File: src/rtl/core/pktd_pkg.sv
`timescale 1ns / 1ps
// ----------------------------------------------------------------------------
// pktd_pkg
// Shared types, sizes and codes of the pulse top-k energy detector.
// ----------------------------------------------------------------------------
package pktd_pkg;

  localparam int PULSE_DEPTH = 256;
  localparam int TOP_DEPTH   = 16;
  localparam int SAMPLE_BITS = 12;

  localparam int ADDR_W = $clog2(PULSE_DEPTH);
  localparam int PTR_W  = ADDR_W + 1;
  localparam int TOP_W  = $clog2(TOP_DEPTH + 1);
  localparam int TIDX_W = (TOP_DEPTH > 1) ? $clog2(TOP_DEPTH) : 1;
  localparam int ACC_W  = SAMPLE_BITS + TOP_W;
  localparam int DSTP_W = $clog2(ACC_W);

  // Input commands
  typedef enum logic [1:0] {
    CMD_SAMPLE = 2'd0,
    CMD_START  = 2'd1,
    CMD_ABORT  = 2'd2,
    CMD_READ   = 2'd3
  } cmd_t;

  // Capture modes, also reported as capture_status
  typedef enum logic [1:0] {
    MODE_IDLE     = 2'd0,
    MODE_CAPTURE  = 2'd1,
    MODE_FINISHED = 2'd2
  } mode_t;

  // Register indexes
  localparam logic [1:0] REG_THRESHOLD   = 2'd0;
  localparam logic [1:0] REG_PICK_COUNT  = 2'd1;
  localparam logic [1:0] REG_QUIET_LIMIT = 2'd2;

  localparam logic [11:0] THRESHOLD_RST   = 12'd2048;
  localparam logic [4:0]  PICK_COUNT_RST  = 5'd16;
  localparam logic [7:0]  QUIET_LIMIT_RST = 8'd10;

  localparam logic KIND_PULSE = 1'b0;
  localparam logic KIND_READ  = 1'b1;

  // Controller to datapath
  typedef struct packed {
    logic step;
    logic ld_read;
    logic walk;
    logic sum;
    logic div_init;
    logic div_step;
  } ctrl_cmd_t;

  // Datapath to controller
  typedef struct packed {
    logic res_now;
    logic res_read;
    logic fin;
    logic walk_done;
    logic sum_last;
    logic div_last;
  } dp_status_t;

endpackage

File: src/rtl/core/pktd_ctrl.sv
`timescale 1ns / 1ps
// ----------------------------------------------------------------------------
// pktd_ctrl
// Sequencer: item steps, capture reads and the pulse-end walk/sum/divide.
// ----------------------------------------------------------------------------
module pktd_ctrl import pktd_pkg::*; (
  input  logic       clk,
  input  logic       rst,
  input  logic       in_valid,
  output logic       in_ready,
  output logic       out_valid,
  input  logic       out_ready,
  input  dp_status_t status,
  output ctrl_cmd_t  cmd
);

  typedef enum logic [2:0] {
    S_IDLE,
    S_RDWAIT,
    S_WALK,
    S_SUM,
    S_DINIT,
    S_DIV
  } state_t;

  state_t state;
  logic   accept;

  assign in_ready = (state == S_IDLE) && !out_valid;
  assign accept   = in_valid && in_ready;

  // commands
  always_comb begin
    cmd          = '0;
    cmd.step     = accept;
    cmd.ld_read  = state == S_RDWAIT;
    cmd.walk     = state == S_WALK;
    cmd.sum      = state == S_SUM;
    cmd.div_init = state == S_DINIT;
    cmd.div_step = state == S_DIV;
  end

  // state and output word valid
  always_ff @(posedge clk) begin
    if (rst) begin
      state     <= S_IDLE;
      out_valid <= 1'b0;
    end else begin
      if (out_valid && out_ready) begin
        out_valid <= 1'b0;
      end
      case (state)
        S_IDLE: begin
          if (accept) begin
            if (status.res_now) begin
              out_valid <= 1'b1;
            end else if (status.res_read) begin
              state <= S_RDWAIT;
            end else if (status.fin) begin
              state <= S_WALK;
            end
          end
        end
        S_RDWAIT: begin
          out_valid <= 1'b1;
          state     <= S_IDLE;
        end
        S_WALK: begin
          if (status.walk_done) begin
            state <= S_SUM;
          end
        end
        S_SUM: begin
          if (status.sum_last) begin
            state <= S_DINIT;
          end
        end
        S_DINIT: begin
          state <= S_DIV;
        end
        S_DIV: begin
          if (status.div_last) begin
            out_valid <= 1'b1;
            state     <= S_IDLE;
          end
        end
        default: state <= S_IDLE;
      endcase
    end
  end

  // checks
  a_read_answers: assert property (@(posedge clk) disable iff (rst)
    state == S_RDWAIT |=> out_valid)
    else $error("capture read gave no result word");

  a_fin_walks: assert property (@(posedge clk) disable iff (rst)
    accept && status.fin |=> state == S_WALK)
    else $error("pulse end did not start the walk");

  a_valid_idle: assert property (@(posedge clk) disable iff (rst)
    out_valid |-> state == S_IDLE)
    else $error("result word pending while busy");

endmodule
File: config.mk
export PLATFORM = sky130hd
export DESIGN_NAME = pktd_ctrl
export DESIGN_NICKNAME = d
export VERILOG_FILES = /design/src/rtl/core/pktd_pkg.sv /design/src/rtl/core/pktd_ctrl.sv
export SDC_FILE = /design/constraint.sdc
export NUM_CORES = 1
export LEC_CHECK = 0
export ABC_AREA = 1
export BUFFER_PORTS_ARGS = -buffer_cell sky130_fd_sc_hd__buf_2
export CORE_AREA = 2 2 39 41
export CTS_BUF_LIST = sky130_fd_sc_hd__clkbuf_8
export CTS_CLUSTER_SIZE = 40
export DETAILED_ROUTE_END_ITERATION = 8
export DIE_AREA = 0 0 41 43
export GPL_ROUTABILITY_DRIVEN = 0
export PLACE_DENSITY_LB_ADDON = 0.3
export SYNTH_ARGS = -nofsm -noshare
export SYNTH_HDL_FRONTEND = slang
export SYNTH_SLANG_ARGS = --single-unit
File: constraint.sdc
create_clock -name clk -period 2.7 [get_ports clk]
set_input_delay 0.675 -clock clk [delete_from_list [all_inputs] [get_ports clk]]
set_output_delay 0.675 -clock clk [all_outputs]
set_load 0.02 [all_outputs]
==> results_dict.tcl <==
set metrics [dict create \
    grt_usage_pct 10.8 \
    antenna_cells 0 \
    grt_pass1_vias 370 \
    synth.distinct_cells 15 \
    setup_slack_ps 799 \
    period_needed_ps 1900 \
    cp_slowest_stage_delay_ps 210 \
    vias 405 \
    wl_per_cell_um 8.43 \
    cap_violations 0 \
    via_per_inst 4.26 \
    slew_headroom_pct 80.0 \
    hold_viol 0 \
    dp_slack_ps 793 \
    multiInputGateArea_um2 215 \
    wirelength_um 801 \
    cts.reportedPaths.clkPinSlew_ps 30 \
    die_area_um2 1760 \
    worstPathArrival_ps 1230 \
    avgSynthCellArea_um2 5.80 \
    drc 0 \
    grtUsageMet1_pct 13.9 \
    rsz0062_at_grt "false" \
    cts_setup_buffers 0 \
    start_util_pct 25.1 \
    crit_family "buffers and inverters" \
    crit_top_cell "buf_2" \
    die_h_um 43 \
    clk-insertion-delay-late_ps 210 \
    regArea_um2 80.1 \
    critPathKind "in -> out" \
    start_kind "primary input" \
    grt_pass1_wl_mm 1.34 \
    io-pin-count 18 \
    crit_fanout 2 \
    syn_area_um2 348 \
    irDropWorstVdd_v 0.000434 \
    io_buffer_count 17 \
    syn-num-nets 70 \
    antenna_found_initial 0 \
    synth-seq-cells 4 \
    grt_start_max_net_pins 7 \
    crit_slowest_cell "nor3_1" \
    setup_viol 0 \
    dp_hpwl_um 671 \
    power.leakage_uw 0.000283 \
    drtAntennaViolNets 0 \
    max_freq_mhz 526 \
    grt_use_met2_pct 16.3 \
    cts_inserted_buffers 3 \
    seq_area_frac_synth_pct 23.0 \
    post_cts_resized 0 \
    n_fill_cell 153 \
    timing.final.crit_share_pct 70.4 \
    drive_above_1_share_pct 34.2 \
    clock-sinks 4 \
    drt_iter0_markers 4 \
    syn_to_final_growth_pct 39.9 \
    end_kind "output pin" \
    fin_setup_tns_ps 0 \
    synth_cells 60 \
    use_met3_pct 3.14 \
    hold_path.class "reg -> reg" \
    outcome "finished clean" \
    worst-slew-pin-transition_ps 300 \
    maxSlewViolCount 0 \
    clk_path_buf_depth 2 \
    ys_warn_count 0 \
    first_pass_iters 2 \
    crit_path_cell_trace "buf_2 > inv_1 > nor3_1 > buf_2" \
    cp.required_ps 2030 \
    nNetsFinal 91 \
    skew_ps 1.42 \
    gr-total-overflow 0 \
    coreArea_um2 1380 \
    cts_tree "yes" \
    busiest_layer "met2" \
    cts-root-buf "clkbuf_8" \
    crit_buf_inv 3 \
    die_w_um 41 \
    ctsHtreeMaxLevel 1 \
    powerDensity_nw_per_um2 1200 \
    num_rows 14 \
    cts_hold_buf 0 \
]
## synthesized netlist by cell type
library cell	count	share of area, %
a21oi_1	3	4.3
a31oi_1	1	1.8
buf_4	1	2.2
dfxtp_1	4	23
inv_1	11	12
inv_2	1	1.1
nand2_1	11	12
nand2_2	1	1.8
nand3_1	5	7.2
nor2_1	14	15
nor2_2	2	3.6
nor3_1	2	2.9
nor3_2	2	5.8
o21ai_0	1	1.4
o31ai_4	1	6.1
## sequential cells by signal, indices dropped and copies added, names as in the netlist
name	count
state	3
out_valid	1
## where the power goes
group	total [uW]	internal [uW]	switching (uW)
logic	347	122	225
registers	116	83.0	33.5
clock network	120	94.5	25.5
total	583	299	284
## final cells by class
type / instances / area share (%)
clock buffer: 3 / 8.48
inverter: 12 / 9.25
multi-input combinational: 43 / 44.2
sequential: 4 / 16.5
tap: 16 / 4.11
timing repair buffer: 17 / 17.5
## layout by cell type, fill, tap and decap left out
| cell type | count |
|---|---|
| a21oi_1 | 3 |
| a31oi_1 | 1 |
| buf_2 | 17 |
| clkbuf_8 | 3 |
| dfxtp_1 | 4 |
| inv_1 | 11 |
| inv_2 | 1 |
| nand2_1 | 11 |
| nand2_2 | 1 |
| nand3_1 | 5 |
| nor2_1 | 14 |
| nor2_2 | 2 |
| nor3_1 | 2 |
| nor3_2 | 2 |
| o21ai_0 | 1 |
| o31ai_4 | 1 |
## per-stage QoR
stage	total power [uW]	instance area, um2	cells	utilization, %	hold WS [ps]
2_1_floorplan	385	348	60	-	516
3_3_place_gp	465	445	92	32.2	551
3_5_place_dp	464	445	92	32.2	551
4_1_cts	589	487	95	35.2	555
5_1_grt	642	487	95	35.2	586
6_report	583	487	95	35.2	556
## per-layer routing
layer  vias to the layer above  wire [um]
met4                         0          0
met5                         -          0
met2                        13        330
met1                       166        414
li1                        226          -
met3                         0         56
## final timing paths
kind | startpoint | endpoint | slack [ps] | depth (start not counted)
max reg2reg | state[2] | state[2] | 1490 | 7
min | state[1] | state[1] | 560 | 2
min reg2reg | state[1] | state[1] | 560 | 2
max | in_valid | cmd[5] | 800 | 4
## worst register-to-register path, stage by stage (launching register included)
cell	delay (ps)
dfxtp_1	420
inv_2	90
nand2_2	130
nor3_2	60
nor2_2	190
nand3_1	100
nand2_1	80
inv_1	30
## kinds of logic (layout without fill, tap and decap cells)
kind of cell | Yosys count | after routing | synth area share, %
and+or+nand+nor | 37 | 37 | 48.2
buffers and inverters | 13 | 32 | 15.1
AOI/OAI and AO/OA | 6 | 6 | 13.7
DFF | 4 | 4 | 23.0
Power figures use the tool's default switching activity.
